`config.mk`:
```
export PLATFORM = sky130hd
export DESIGN_NAME = midi_chord_note_tracker
export DESIGN_NICKNAME = d
export VERILOG_FILES = /design/src/rtl/core/mct_pkg.sv /design/src/rtl/core/mct_out.sv /design/src/rtl/core/mct_seq.sv /design/src/rtl/core/midi_chord_note_tracker.sv
export SDC_FILE = /design/constraint.sdc
export NUM_CORES = 1
export LEC_CHECK = 0
export BUFFER_PORTS_ARGS = -buffer_cell sky130_fd_sc_hd__buf_2
export CAP_MARGIN = 15
export CELL_PAD_IN_SITES_DETAIL_PLACEMENT = 1
export CELL_PAD_IN_SITES_GLOBAL_PLACEMENT = 2
export CORE_ASPECT_RATIO = 1.5
export CORE_MARGIN = 1
export CORE_UTILIZATION = 36
export DETAILED_ROUTE_END_ITERATION = 8
export PLACE_DENSITY_LB_ADDON = 0.1
export SLEW_MARGIN = 20
export SYNTH_ARGS = -nofsm -noshare
export SYNTH_HDL_FRONTEND = slang
export SYNTH_SLANG_ARGS = --single-unit
export TNS_END_PERCENT = 100
```
`constraint.sdc`:
```
create_clock -name clk -period 5 [get_ports clk]
set_input_delay 0.75 -clock clk [delete_from_list [all_inputs] [get_ports clk]]
set_output_delay 0.75 -clock clk [all_outputs]
set_load 0.1 [all_outputs]
```
`src/rtl/core/mct_pkg.sv`:
```
// ----------------------------------------------------------------------------
// MIDI chord note tracker: shared package
// Types, codes and constants used by the sequencer, the output stage and
// the top level.
// ----------------------------------------------------------------------------
`default_nettype none

package mct_pkg;

  localparam int NOTE_SLOTS = 8;   // note fields carried by one request
  localparam int IDX_W      = 3;   // index over the request's note fields
  localparam int NOTE_W     = 9;   // raw note field width
  localparam int PITCH_W    = 7;
  localparam int VEL_W      = 7;
  localparam int TIME_W     = 16;
  localparam int CHAN_W     = 5;
  localparam int CNT_W      = 4;
  localparam int LEAD_W     = 8;

  localparam logic [LEAD_W-1:0] LEAD_NONE = 8'hFF;
  localparam logic [CHAN_W-1:0] CHAN_MIN  = 5'd1;
  localparam logic [CHAN_W-1:0] CHAN_MAX  = 5'd16;
  localparam logic [VEL_W-1:0]  VEL_MIN   = 7'd1;
  localparam logic [VEL_W-1:0]  VEL_MAX   = 7'd127;

  typedef enum logic [1:0] {
    OP_SINGLE  = 2'd0,
    OP_CHORD   = 2'd1,
    OP_RELEASE = 2'd2,
    OP_STATUS  = 2'd3
  } op_t;

  typedef enum logic [1:0] {
    KIND_OFF    = 2'd0,
    KIND_ON     = 2'd1,
    KIND_STATUS = 2'd2
  } kind_t;

  typedef enum logic [2:0] {
    ST_IDLE,
    ST_SCAN,
    ST_OFF,
    ST_ON,
    ST_STAT
  } state_t;

  typedef logic [NOTE_W-1:0] note_raw_t;

  // Decoded input request
  typedef struct packed {
    op_t                          op;
    logic [CNT_W-1:0]             count;
    logic [VEL_W-1:0]             vel;
    logic [TIME_W-1:0]            time_pos;
    note_raw_t [NOTE_SLOTS-1:0]   notes;
  } req_t;

  // One result event
  typedef struct packed {
    kind_t                kind;
    logic [CHAN_W-1:0]    channel;
    logic [PITCH_W-1:0]   note;
    logic [VEL_W-1:0]     vel;
    logic [TIME_W-1:0]    time_pos;
    logic                 last;
    logic [CNT_W-1:0]     held_count;
    logic [LEAD_W-1:0]    lead;
  } evt_t;

endpackage

`default_nettype wire

```
`src/rtl/core/mct_out.sv`:
```
// ----------------------------------------------------------------------------
// MIDI chord note tracker: output register
// Holds one event for the master side and packs it onto the stream bus.
// ----------------------------------------------------------------------------
`default_nettype none

module mct_out (
  input  wire logic          clk,
  input  wire logic          rst,
  input  wire logic          push,
  input  wire mct_pkg::evt_t evt,
  output logic               slot_free,
  output logic               m_axis_tvalid,
  input  wire logic          m_axis_tready,
  // channel[4:0], note_number[11:5], event_velocity[18:12], event_time[34:19],
  // held_count[38:35], lead_note[46:39], zero[47]
  output logic [47:0]        m_axis_tdata,
  // kind[1:0]
  output logic [1:0]         m_axis_tuser,
  output logic               m_axis_tlast
);

  mct_pkg::evt_t held_evt;
  logic          valid;

  assign slot_free = !valid || m_axis_tready;

  // Hold the valid flag until the event is taken
  always_ff @(posedge clk) begin
    if (rst) begin
      valid <= 1'b0;
    end else if (push) begin
      valid <= 1'b1;
    end else if (m_axis_tready) begin
      valid <= 1'b0;
    end
  end

  // Load a new event whenever the sequencer pushes one
  always_ff @(posedge clk) begin
    if (push) begin
      held_evt <= evt;
    end
  end

  assign m_axis_tvalid = valid;
  assign m_axis_tuser  = held_evt.kind;
  assign m_axis_tlast  = held_evt.last;
  assign m_axis_tdata  = {1'b0, held_evt.lead, held_evt.held_count, held_evt.time_pos,
                          held_evt.vel, held_evt.note, held_evt.channel};

endmodule

`default_nettype wire

```
`src/rtl/core/mct_seq.sv`:
```
// ----------------------------------------------------------------------------
// MIDI chord note tracker: sequencer
// Walks request notes and held-note store one entry a cycle, bar output stalls,
// with a single comparator: a scan pass, then note-offs, then note-ons.
// ----------------------------------------------------------------------------
`default_nettype none

module mct_seq #(
  parameter int MAX_NOTES = 8
) (
  input  wire logic                        clk,
  input  wire logic                        rst,
  input  wire logic                        in_valid,
  output logic                             in_ready,
  input  wire mct_pkg::req_t               req,
  input  wire logic [mct_pkg::CHAN_W-1:0]  channel,
  input  wire logic                        slot_free,
  output logic                             push,
  output mct_pkg::evt_t                    evt
);

  localparam int IW = (MAX_NOTES > 1) ? $clog2(MAX_NOTES) : 1;
  localparam int CW = $clog2(MAX_NOTES + 1);

  mct_pkg::state_t state, state_next;

  // Latched request
  mct_pkg::note_raw_t [mct_pkg::NOTE_SLOTS-1:0] notes;
  logic [mct_pkg::VEL_W-1:0]          vel;
  logic [mct_pkg::TIME_W-1:0]         time_pos;
  logic [mct_pkg::IDX_W-1:0]          last_idx;

  // Scan results
  logic                               same;
  logic [CW-1:0]                      fin_cnt;
  logic [mct_pkg::PITCH_W-1:0]        fin_lead;
  logic [mct_pkg::IDX_W-1:0]          last_on;

  // Held-note store
  logic [mct_pkg::PITCH_W-1:0]        store [MAX_NOTES];
  logic [CW-1:0]                      held_total;
  logic [mct_pkg::PITCH_W-1:0]        lead_reg;

  logic [mct_pkg::IDX_W-1:0]          idx;

  // Shared datapath signals
  mct_pkg::note_raw_t                 cur_note;
  logic                               cur_ok;
  logic [mct_pkg::PITCH_W-1:0]        store_rd;
  logic                               match;
  logic                               at_end;
  logic                               off_last;
  logic [mct_pkg::CNT_W-1:0]          cnt_sat;
  logic                               load;
  logic                               scan_step;
  logic                               same_next;
  logic [CW-1:0]                      fin_cnt_next;
  logic                               idx_clr;
  logic                               idx_inc;
  logic                               held_clr;
  logic                               note_wr;

  assign cur_note = notes[idx];
  assign cur_ok   = (cur_note[mct_pkg::NOTE_W-1:mct_pkg::PITCH_W] == '0);
  assign store_rd = store[idx[IW-1:0]];
  assign match    = ({2'b00, store_rd} == cur_note);
  assign at_end   = (idx == last_idx);
  assign off_last = ((mct_pkg::CNT_W'(idx) + 4'd1) == mct_pkg::CNT_W'(held_total));

  assign cnt_sat  = (req.count > mct_pkg::CNT_W'(MAX_NOTES)) ?
                    mct_pkg::CNT_W'(MAX_NOTES) : req.count;

  assign same_next    = same && match;
  assign fin_cnt_next = cur_ok ? fin_cnt + CW'(1) : fin_cnt;

  // State register
  always_ff @(posedge clk) begin
    if (rst) begin
      state <= mct_pkg::ST_IDLE;
    end else begin
      state <= state_next;
    end
  end

  // Next state, strobes and the outgoing event
  always_comb begin
    state_next     = state;
    in_ready       = 1'b0;
    push           = 1'b0;
    load           = 1'b0;
    scan_step      = 1'b0;
    idx_clr        = 1'b0;
    idx_inc        = 1'b0;
    held_clr       = 1'b0;
    note_wr        = 1'b0;
    evt.kind       = mct_pkg::KIND_OFF;
    evt.channel    = channel;
    evt.note       = store_rd;
    evt.vel        = '0;
    evt.time_pos   = time_pos;
    evt.last       = 1'b0;
    evt.held_count = mct_pkg::CNT_W'(fin_cnt);
    evt.lead       = (fin_cnt != '0) ? {1'b0, fin_lead} : mct_pkg::LEAD_NONE;

    case (state)
      mct_pkg::ST_IDLE: begin
        in_ready = 1'b1;
        if (in_valid) begin
          load = 1'b1;
          case (req.op)
            mct_pkg::OP_SINGLE: begin
              if (req.notes[0][mct_pkg::NOTE_W-1:mct_pkg::PITCH_W] == '0) begin
                state_next = mct_pkg::ST_SCAN;
              end
            end
            mct_pkg::OP_CHORD: begin
              if (cnt_sat != '0) begin
                state_next = mct_pkg::ST_SCAN;
              end
            end
            mct_pkg::OP_RELEASE: begin
              if (held_total != '0) begin
                state_next = mct_pkg::ST_OFF;
              end
            end
            mct_pkg::OP_STATUS: begin
              state_next = mct_pkg::ST_STAT;
            end
            default: begin
              state_next = mct_pkg::ST_IDLE;
            end
          endcase
        end
      end

      // Compare one note a cycle against the store, count the valid ones
      mct_pkg::ST_SCAN: begin
        scan_step = 1'b1;
        if (at_end) begin
          idx_clr = 1'b1;
          if (same_next) begin
            state_next = mct_pkg::ST_IDLE;
          end else if (held_total != '0) begin
            state_next = mct_pkg::ST_OFF;
          end else if (fin_cnt_next != '0) begin
            state_next = mct_pkg::ST_ON;
          end else begin
            state_next = mct_pkg::ST_IDLE;
          end
        end else begin
          idx_inc = 1'b1;
        end
      end

      // Release the held notes in store order
      mct_pkg::ST_OFF: begin
        evt.last = off_last && (fin_cnt == '0);
        if (slot_free) begin
          push = 1'b1;
          if (off_last) begin
            idx_clr  = 1'b1;
            held_clr = 1'b1;
            state_next = (fin_cnt != '0) ? mct_pkg::ST_ON : mct_pkg::ST_IDLE;
          end else begin
            idx_inc = 1'b1;
          end
        end
      end

      // Emit and keep the valid new notes, skip the others
      mct_pkg::ST_ON: begin
        evt.kind = mct_pkg::KIND_ON;
        evt.note = cur_note[mct_pkg::PITCH_W-1:0];
        evt.vel  = vel;
        evt.last = (idx == last_on);
        if (!cur_ok || slot_free) begin
          push    = cur_ok;
          note_wr = cur_ok;
          if (at_end) begin
            idx_clr    = 1'b1;
            state_next = mct_pkg::ST_IDLE;
          end else begin
            idx_inc = 1'b1;
          end
        end
      end

      mct_pkg::ST_STAT: begin
        evt.kind       = mct_pkg::KIND_STATUS;
        evt.note       = '0;
        evt.last       = 1'b1;
        evt.held_count = mct_pkg::CNT_W'(held_total);
        evt.lead       = (held_total != '0) ? {1'b0, lead_reg} : mct_pkg::LEAD_NONE;
        if (slot_free) begin
          push       = 1'b1;
          state_next = mct_pkg::ST_IDLE;
        end
      end

      default: begin
        state_next = mct_pkg::ST_IDLE;
      end
    endcase
  end

  // Latch the request and advance the scan
  always_ff @(posedge clk) begin
    if (load) begin
      notes    <= req.notes;
      vel      <= req.vel;
      time_pos <= req.time_pos;
      fin_cnt  <= '0;
      if (req.op == mct_pkg::OP_SINGLE) begin
        last_idx <= '0;
        same     <= (held_total == CW'(1));
      end else begin
        last_idx <= mct_pkg::IDX_W'(cnt_sat - 4'd1);
        same     <= (mct_pkg::CNT_W'(held_total) == cnt_sat);
      end
    end else if (scan_step) begin
      same    <= same_next;
      fin_cnt <= fin_cnt_next;
      if (cur_ok) begin
        last_on <= idx;
        if (fin_cnt == '0) begin
          fin_lead <= cur_note[mct_pkg::PITCH_W-1:0];
        end
      end
    end
  end

  // Step the shared index
  always_ff @(posedge clk) begin
    if (rst || load || idx_clr) begin
      idx <= '0;
    end else if (idx_inc) begin
      idx <= idx + mct_pkg::IDX_W'(1);
    end
  end

  // Track the number of held notes
  always_ff @(posedge clk) begin
    if (rst || held_clr) begin
      held_total <= '0;
    end else if (note_wr) begin
      held_total <= held_total + CW'(1);
    end
  end

  // Write new notes into the store and keep the first one at hand
  always_ff @(posedge clk) begin
    if (note_wr) begin
      store[held_total[IW-1:0]] <= cur_note[mct_pkg::PITCH_W-1:0];
      if (held_total == '0) begin
        lead_reg <= cur_note[mct_pkg::PITCH_W-1:0];
      end
    end
  end

endmodule

`default_nettype wire

```
`src/rtl/core/midi_chord_note_tracker.sv`:
```
// ----------------------------------------------------------------------------
// MIDI chord note tracker
// Tracks the sounding notes and turns note, chord, release and status
// requests into note-on, note-off and status events.
// ----------------------------------------------------------------------------
// One request is taken at a time; s_axis_tready is high only while the block
// is idle. After a request is accepted, a single note or a chord of N notes
// (N capped at MAX_NOTES) goes through a scan pass over the N notes, a release
// pass over each held note and a note-on pass over the N notes. Release-all runs
// only the release pass and a status query emits one status event. The single
// comparator and the one read port of the held-note store are stepped over
// one note per cycle, pausing in the release and note-on passes while the
// output register is busy. Events are held in an output register, so a stalled
// master side only pauses the sequencer. No clearing pass is needed after
// reset. The channel register may be written only while the block is idle.
// ----------------------------------------------------------------------------
`default_nettype none

module midi_chord_note_tracker #(
  parameter int MAX_NOTES = 8
) (
  input  wire logic        clk,
  input  wire logic        rst,
  input  wire logic        cfg_wr_en,
  input  wire logic [4:0]  cfg_wr_data,
  input  wire logic        s_axis_tvalid,
  output logic             s_axis_tready,
  // note_count[3:0], velocity[19:4], sample_position[35:20], note_0[44:36],
  // note_1[53:45], note_2[62:54], note_3[71:63], note_4[80:72],
  // note_5[89:81], note_6[98:90], note_7[107:99], zero[111:108]
  input  wire logic [111:0] s_axis_tdata,
  // operation[1:0]
  input  wire logic [1:0]  s_axis_tuser,
  output logic             m_axis_tvalid,
  input  wire logic        m_axis_tready,
  // channel[4:0], note_number[11:5], event_velocity[18:12], event_time[34:19],
  // held_count[38:35], lead_note[46:39], zero[47]
  output logic [47:0]      m_axis_tdata,
  // kind[1:0]
  output logic [1:0]       m_axis_tuser,
  output logic             m_axis_tlast
);

  logic [mct_pkg::CHAN_W-1:0] channel;
  logic [15:0]                vel_raw;
  mct_pkg::req_t              req;
  mct_pkg::evt_t              evt;
  logic                       push;
  logic                       slot_free;

  // Hold the channel register, saturated to 1..16
  always_ff @(posedge clk) begin
    if (rst) begin
      channel <= mct_pkg::CHAN_MIN;
    end else if (cfg_wr_en) begin
      if (cfg_wr_data < mct_pkg::CHAN_MIN) begin
        channel <= mct_pkg::CHAN_MIN;
      end else if (cfg_wr_data > mct_pkg::CHAN_MAX) begin
        channel <= mct_pkg::CHAN_MAX;
      end else begin
        channel <= cfg_wr_data;
      end
    end
  end

  assign vel_raw = s_axis_tdata[19:4];

  // Unpack the request and clamp the Q8.8 velocity to 1..127
  always_comb begin
    req.op       = mct_pkg::op_t'(s_axis_tuser);
    req.count    = s_axis_tdata[3:0];
    req.time_pos = s_axis_tdata[35:20];
    for (int i = 0; i < mct_pkg::NOTE_SLOTS; i++) begin
      req.notes[i] = s_axis_tdata[36 + mct_pkg::NOTE_W * i +: mct_pkg::NOTE_W];
    end
    if (vel_raw[15] || (vel_raw[14:8] == '0)) begin
      req.vel = mct_pkg::VEL_MIN;
    end else if (vel_raw[14:8] == mct_pkg::VEL_MAX) begin
      req.vel = mct_pkg::VEL_MAX;
    end else begin
      req.vel = vel_raw[14:8];
    end
  end

  mct_seq #(
    .MAX_NOTES (MAX_NOTES)
  ) u_seq (
    .clk       (clk),
    .rst       (rst),
    .in_valid  (s_axis_tvalid),
    .in_ready  (s_axis_tready),
    .req       (req),
    .channel   (channel),
    .slot_free (slot_free),
    .push      (push),
    .evt       (evt)
  );

  mct_out u_out (
    .clk           (clk),
    .rst           (rst),
    .push          (push),
    .evt           (evt),
    .slot_free     (slot_free),
    .m_axis_tvalid (m_axis_tvalid),
    .m_axis_tready (m_axis_tready),
    .m_axis_tdata  (m_axis_tdata),
    .m_axis_tuser  (m_axis_tuser),
    .m_axis_tlast  (m_axis_tlast)
  );

endmodule

`default_nettype wire
```
==> report_table.html <==
<table>
<tr><th>Metric</th><th>Value</th></tr>
<tr><th colspan="2">Clock network</th></tr>
<tr><td>Clock input transition at the sequential cells of the worst setup and hold paths</td><td>0.06 ns</td></tr>
<tr><td>Longest Clk Path Bufs</td><td>3</td></tr>
<tr><td>TritonCTS clock tree</td><td>done</td></tr>
<tr><td>Cts-stage hold buffer count</td><td>0</td></tr>
<tr><td>Number of CTS-inserted buffers</td><td>25</td></tr>
<tr><td>Number of H-tree levels</td><td>1</td></tr>
<tr><td>Worst-Skew Late Latency</td><td>about 0.54 ns</td></tr>
<tr><td>Root Buffer Master</td><td>clkbuf_16</td></tr>
<tr><td>Number of sinks on the clock net</td><td>approximately 250</td></tr>
<tr><td>Number of buffers added for setup after CTS</td><td>0</td></tr>
<tr><td>Count of cells resized by post-cts repair</td><td>0</td></tr>
<tr><th colspan="2">GRT</th></tr>
<tr><td>Total overflow reported by the global router</td><td>0</td></tr>
<tr><td>Pin count of the biggest net entering global routing</td><td>55</td></tr>
<tr><td>Via count of the first global-routing pass</td><td>~6000</td></tr>
<tr><td>All-Layer GR Usage</td><td>roughly 15%</td></tr>
<tr><td>Initial antenna violation count</td><td>0</td></tr>
<tr><td>Global-route wire length before repair</td><td>32200 um</td></tr>
<tr><th colspan="2">Power</th></tr>
<tr><td>Switching share of power</td><td>30.9%</td></tr>
<tr><td>Worst VDD drop</td><td>roughly 0.29 mV</td></tr>
<tr><td>Share of total power in the clock network</td><td>31.5%</td></tr>
<tr><td>Power share of the combinational group</td><td>just over 20%</td></tr>
<tr><td>Power per cell area</td><td>between 400 and 500 nW/um^2</td></tr>
<tr><td>Sequential share of power</td><td>around half</td></tr>
<tr><td>Static Leak</td><td>4.20 nW</td></tr>
<tr><td>Switching power of the nets</td><td>between 1.5 and 2 mW</td></tr>
<tr><td>Internal Dissipation</td><td>3.82 mW</td></tr>
<tr><th colspan="2">Place</th></tr>
<tr><td>Input/output buffers</td><td>about 160</td></tr>
<tr><td>Post-detailed-placement cell area</td><td>around 11000 um^2</td></tr>
<tr><td>Routability Congestion</td><td>between 0.7 and 0.8</td></tr>
<tr><td>Post-DP HPWL</td><td>between 10000 and 15000 um</td></tr>
<tr><th colspan="2">Yosys</th></tr>
<tr><td>Number of cells produced by synthesis</td><td>between 500 and 600</td></tr>
<tr><td>Count of warnings emitted by yosys</td><td>0</td></tr>
<tr><td>Ranking of synthesized cells by area</td><td>edfxtp_1 68%, mux4_2 5.1%, dfxtp_1 4.7%, mux4_1 1.6%, nand2_1 1.6%</td></tr>
<tr><td>Avg Synthesized Cell Area</td><td>about 16 um^2</td></tr>
<tr><td>Synthesized netlist net count</td><td>between 700 and 800</td></tr>
<tr><td>Sequential element share of the synthesized area</td><td>between 70% and 80%</td></tr>
<tr><td>Top flip-flop cell by instance count after synthesis</td><td>edfxtp_1</td></tr>
<tr><td>Post-synth cell types</td><td>60</td></tr>
<tr><td>Post-synthesis register bit count</td><td>approximately 250</td></tr>
<tr><td>Post-synth top area share</td><td>between 60 and 70%</td></tr>
<tr><td>Post-synth design cell area</td><td>9760 um^2</td></tr>
<tr><td>Area leader, netlist</td><td>edfxtp_1</td></tr>
<tr><td>Number of flops mapped to enable cells by yosys</td><td>222</td></tr>
<tr><td>Async set-reset flop share out of synthesis</td><td>0%</td></tr>
<tr><th colspan="2">Detailed routing</th></tr>
<tr><td>Vias per cell</td><td>~4.9</td></tr>
<tr><td>Pre-Repair DR Iteration Count</td><td>4</td></tr>
<tr><td>Average wire length per cell after detail routing</td><td>around 18 um</td></tr>
<tr><td>Remaining number of nets flagged by the antenna check after routing</td><td>0</td></tr>
<tr><td>Number of vias in the routed layout</td><td>between 5000 and 6000</td></tr>
<tr><td>Number of DRC violations after detailed routing</td><td>0</td></tr>
<tr><td>Wire length reported by the detailed router</td><td>20400 um</td></tr>
<tr><td>Iteration-0 DRC count of the detailed router</td><td>140</td></tr>
<tr><th colspan="2">Worst setup path</th></tr>
<tr><td>Critical Path Sink Type</td><td>flip-flop</td></tr>
<tr><td>Critical R2R Capture</td><td>u_out.m_axis_tdata[35]</td></tr>
<tr><td>Reg2reg start</td><td>u_seq.state[1]</td></tr>
<tr><td>Max incr delay on CP</td><td>roughly 0.84 ns</td></tr>
<tr><td>Critical path start-end classification</td><td>flip-flop to flip-flop</td></tr>
<tr><td>CP delay by family, top</td><td>buffers and inverters</td></tr>
<tr><td>Ordered list of cells on the worst path</td><td>nor2_1 &gt; nand2_1 &gt; buf_4 &gt; inv_1 &gt; nor2_1 &gt; o21ai_4 &gt; buf_4</td></tr>
<tr><td>Library cell contributing the largest single delay on the critical path</td><td>o21ai_4</td></tr>
<tr><td>Worst path arrival time</td><td>approximately 3.3 ns</td></tr>
<tr><td>Required time at the worst-slack endpoint</td><td>about 5.2 ns</td></tr>
<tr><td>Worst setup SP type</td><td>flip-flop</td></tr>
<tr><td>Maximum fanout along the worst path</td><td>32</td></tr>
<tr><td>Worst setup startpoint</td><td>u_seq.state[1]</td></tr>
<tr><td>Number of buffers and inverters on the critical path</td><td>3</td></tr>
<tr><td>Length in cells of the worst reg-to-reg path</td><td>7</td></tr>
<tr><td>Slack of the worst reg-to-reg path</td><td>roughly 1.9 ns</td></tr>
<tr><th colspan="2">Cells and area</th></tr>
<tr><td>Final Cell Area</td><td>11800 um^2</td></tr>
<tr><td>Synthesis-to-finish area growth</td><td>20.4%</td></tr>
<tr><td>Number of inserted diodes</td><td>0</td></tr>
<tr><td>Layout cell share with drive strength beyond 1</td><td>roughly a third</td></tr>
<tr><td>Largest Register</td><td>u_seq.notes</td></tr>
<tr><td>Max reg flops</td><td>slightly above 70</td></tr>
<tr><td>Post-layout nets</td><td>908</td></tr>
<tr><td>Filler Cells Inserted</td><td>between 2000 and 3000</td></tr>
<tr><th colspan="2">STA</th></tr>
<tr><td>Time the final worst path needs with I/O delays and setup</td><td>between 3 and 4 ns</td></tr>
<tr><td>Fin Setup TNS</td><td>0 ns</td></tr>
<tr><td>Measured slew at the worst slew-check pin</td><td>1.04 ns</td></tr>
<tr><td>Max frequency</td><td>roughly 0.32 GHz</td></tr>
<tr><td>Count of final hold-check violations</td><td>0</td></tr>
<tr><td>Number of slew-limit violations in the final report</td><td>0</td></tr>
<tr><td>Setup repair after global routing missed its margin</td><td>no</td></tr>
<tr><td>Clock Skew</td><td>0.00654 ns</td></tr>
<tr><td>Final worst path period share</td><td>a little over 60%</td></tr>
<tr><td>Finish-stage setup viols</td><td>0</td></tr>
<tr><td>Worst slew slack as a fraction of its limit</td><td>about 30%</td></tr>
<tr><th colspan="2">Min path</th></tr>
<tr><td>Worst Hold Endpoint</td><td>u_seq.notes[18]</td></tr>
<tr><td>Hold depth</td><td>1</td></tr>
<tr><td>Worst hold path class</td><td>primary input to flip-flop</td></tr>
<tr><td>Beginning of the worst hold path</td><td>s_axis_tdata[54]</td></tr>
<tr><th colspan="2">Floorplanning</th></tr>
<tr><td>Width of the die</td><td>136 um</td></tr>
<tr><td>IO Pins</td><td>between 150 and 200</td></tr>
<tr><td>Height of the chip</td><td>around 200 um</td></tr>
<tr><td>Initial core utilization</td><td>a little under two fifths</td></tr>
<tr><td>Row count</td><td>between 70 and 80</td></tr>
<tr><td>Full die area</td><td>27800 um^2</td></tr>
<tr><td>Core outline area</td><td>between 20000 and 30000 um^2</td></tr>
<tr><th colspan="2">Run status</th></tr>
<tr><td>Outcome</td><td>complete, no violations</td></tr>
<tr><th colspan="2">Job</th></tr>
<tr><td>Max-cap violations</td><td>0</td></tr>
</table>
[worst max-delay path by stage]
stage	slack (ns)	endpoint	cells after the start
finish	1.89	u_out.m_axis_tdata[35]	7
global route	1.57	flip-flop	8
CTS	1.80	u_out.m_axis_tdata[35]	7
detailed placement	1.81	u_out.m_axis_tdata[35]	7
global placement	1.88	u_out.m_axis_tdata[35]	7
floorplan	0.99	u_seq.fin_cnt[3]	7
[area by class of cell]
type                            count  area (um^2)  area share (%)
Timing Repair Buffer              181          951            8.09
Tap cell                          337          422            3.59
Sequential cell                   245         7130            60.6
Multi-Input combinational cell    306         2430            20.7
Clock buffer                       31          658            5.60
Inverter                           18         67.6           0.575
Clock inverter                     12          100           0.852
[cells in the final DEF (no fill, tap or decap), types with 4 or more instances in the layout]
| cell | instances |
|---|---|
| edfxtp_1 | 222 |
| buf_2 | 163 |
| nand2_1 | 42 |
| nor2_1 | 41 |
| clkbuf_16 | 25 |
| dfxtp_1 | 23 |
| mux4_2 | 22 |
| buf_4 | 18 |
| inv_1 | 17 |
| xnor2_1 | 16 |
| nor3_1 | 15 |
| a21oi_1 | 15 |
| o21ai_0 | 15 |
| nand3_1 | 12 |
| nor2b_1 | 11 |
| mux2i_1 | 10 |
| nand2b_1 | 7 |
| xor2_1 | 7 |
| and3_1 | 7 |
| ha_1 | 7 |
| o31ai_1 | 6 |
| clkinv_1 | 6 |
| mux4_1 | 6 |
| clkbuf_1 | 5 |
| nor4_1 | 4 |
| nand4_1 | 4 |
| mux2_2 | 4 |
| o22ai_1 | 4 |
| nand3b_1 | 4 |
[through the flow]
stage          power [mW]  setup WS [ns]  hold WS (ns)  utilization [%]  std cells
2_1_floorplan        3.56          0.993         0.400                -        597
3_3_place_gp         3.81           1.88         0.400             41.4       1087
3_5_place_dp         3.85           1.81         0.405             41.4       1087
4_1_cts              5.62           1.80         0.346             44.2       1130
5_1_grt              5.76           1.57         0.353             44.2       1130
6_report             5.53           1.89         0.382             44.2       1130
[synthesized netlist by cell type, types with 10 or more instances]
| cell type | instances |
|---|---|
| xnor2_1 | 16 |
| inv_1 | 17 |
| mux2i_1 | 10 |
| a21oi_1 | 15 |
| nor3_1 | 16 |
| clkbuf_1 | 15 |
| o21ai_0 | 16 |
| mux4_2 | 22 |
| nand2_1 | 42 |
| nand3_1 | 12 |
| nor2b_1 | 11 |
| dfxtp_1 | 23 |
| nor2_1 | 41 |
| edfxtp_1 | 222 |
[metal layers]
metal / up-vias / GRT usage [%] / wire length [um]
met1: 2727 / 16.5 / 7780
li1: 2640 / - / -
met5: - / 0 / 0
met3: 33 / 2.86 / 1030
met2: 158 / 28.5 / 11100
met4: 0 / 6.31 / 547
[power groups by stage]
stage | combinational, mW | sequential, mW | clock (mW)
after global placement | 1.11 | 2.70 | 0
final | 1.12 | 2.67 | 1.74
after detailed placement | 1.13 | 2.72 | 0
after CTS | 1.13 | 2.68 | 1.81
after global routing | 1.20 | 2.70 | 1.86
after floorplan | 0.450 | 3.11 | 0
[logic make-up (layout without fill, tap and decap cells)]
kind of cell               count (synthesis)  count (layout)  synth area share, %
AOI/OAI and AO/OA                         65              65                 4.54
xor gates and xnor gates                  24              24                 2.23
adders and majority gates                  7               7                0.897
buffers and inverters                     46             242                 2.32
DFF                                      245             245                 73.0
muxes                                     44              44                 8.49
other                                      1               1               0.0384
and+or+nand+nor                          165             165                 8.49
Note: power is estimated with default switching activity, not from simulation.
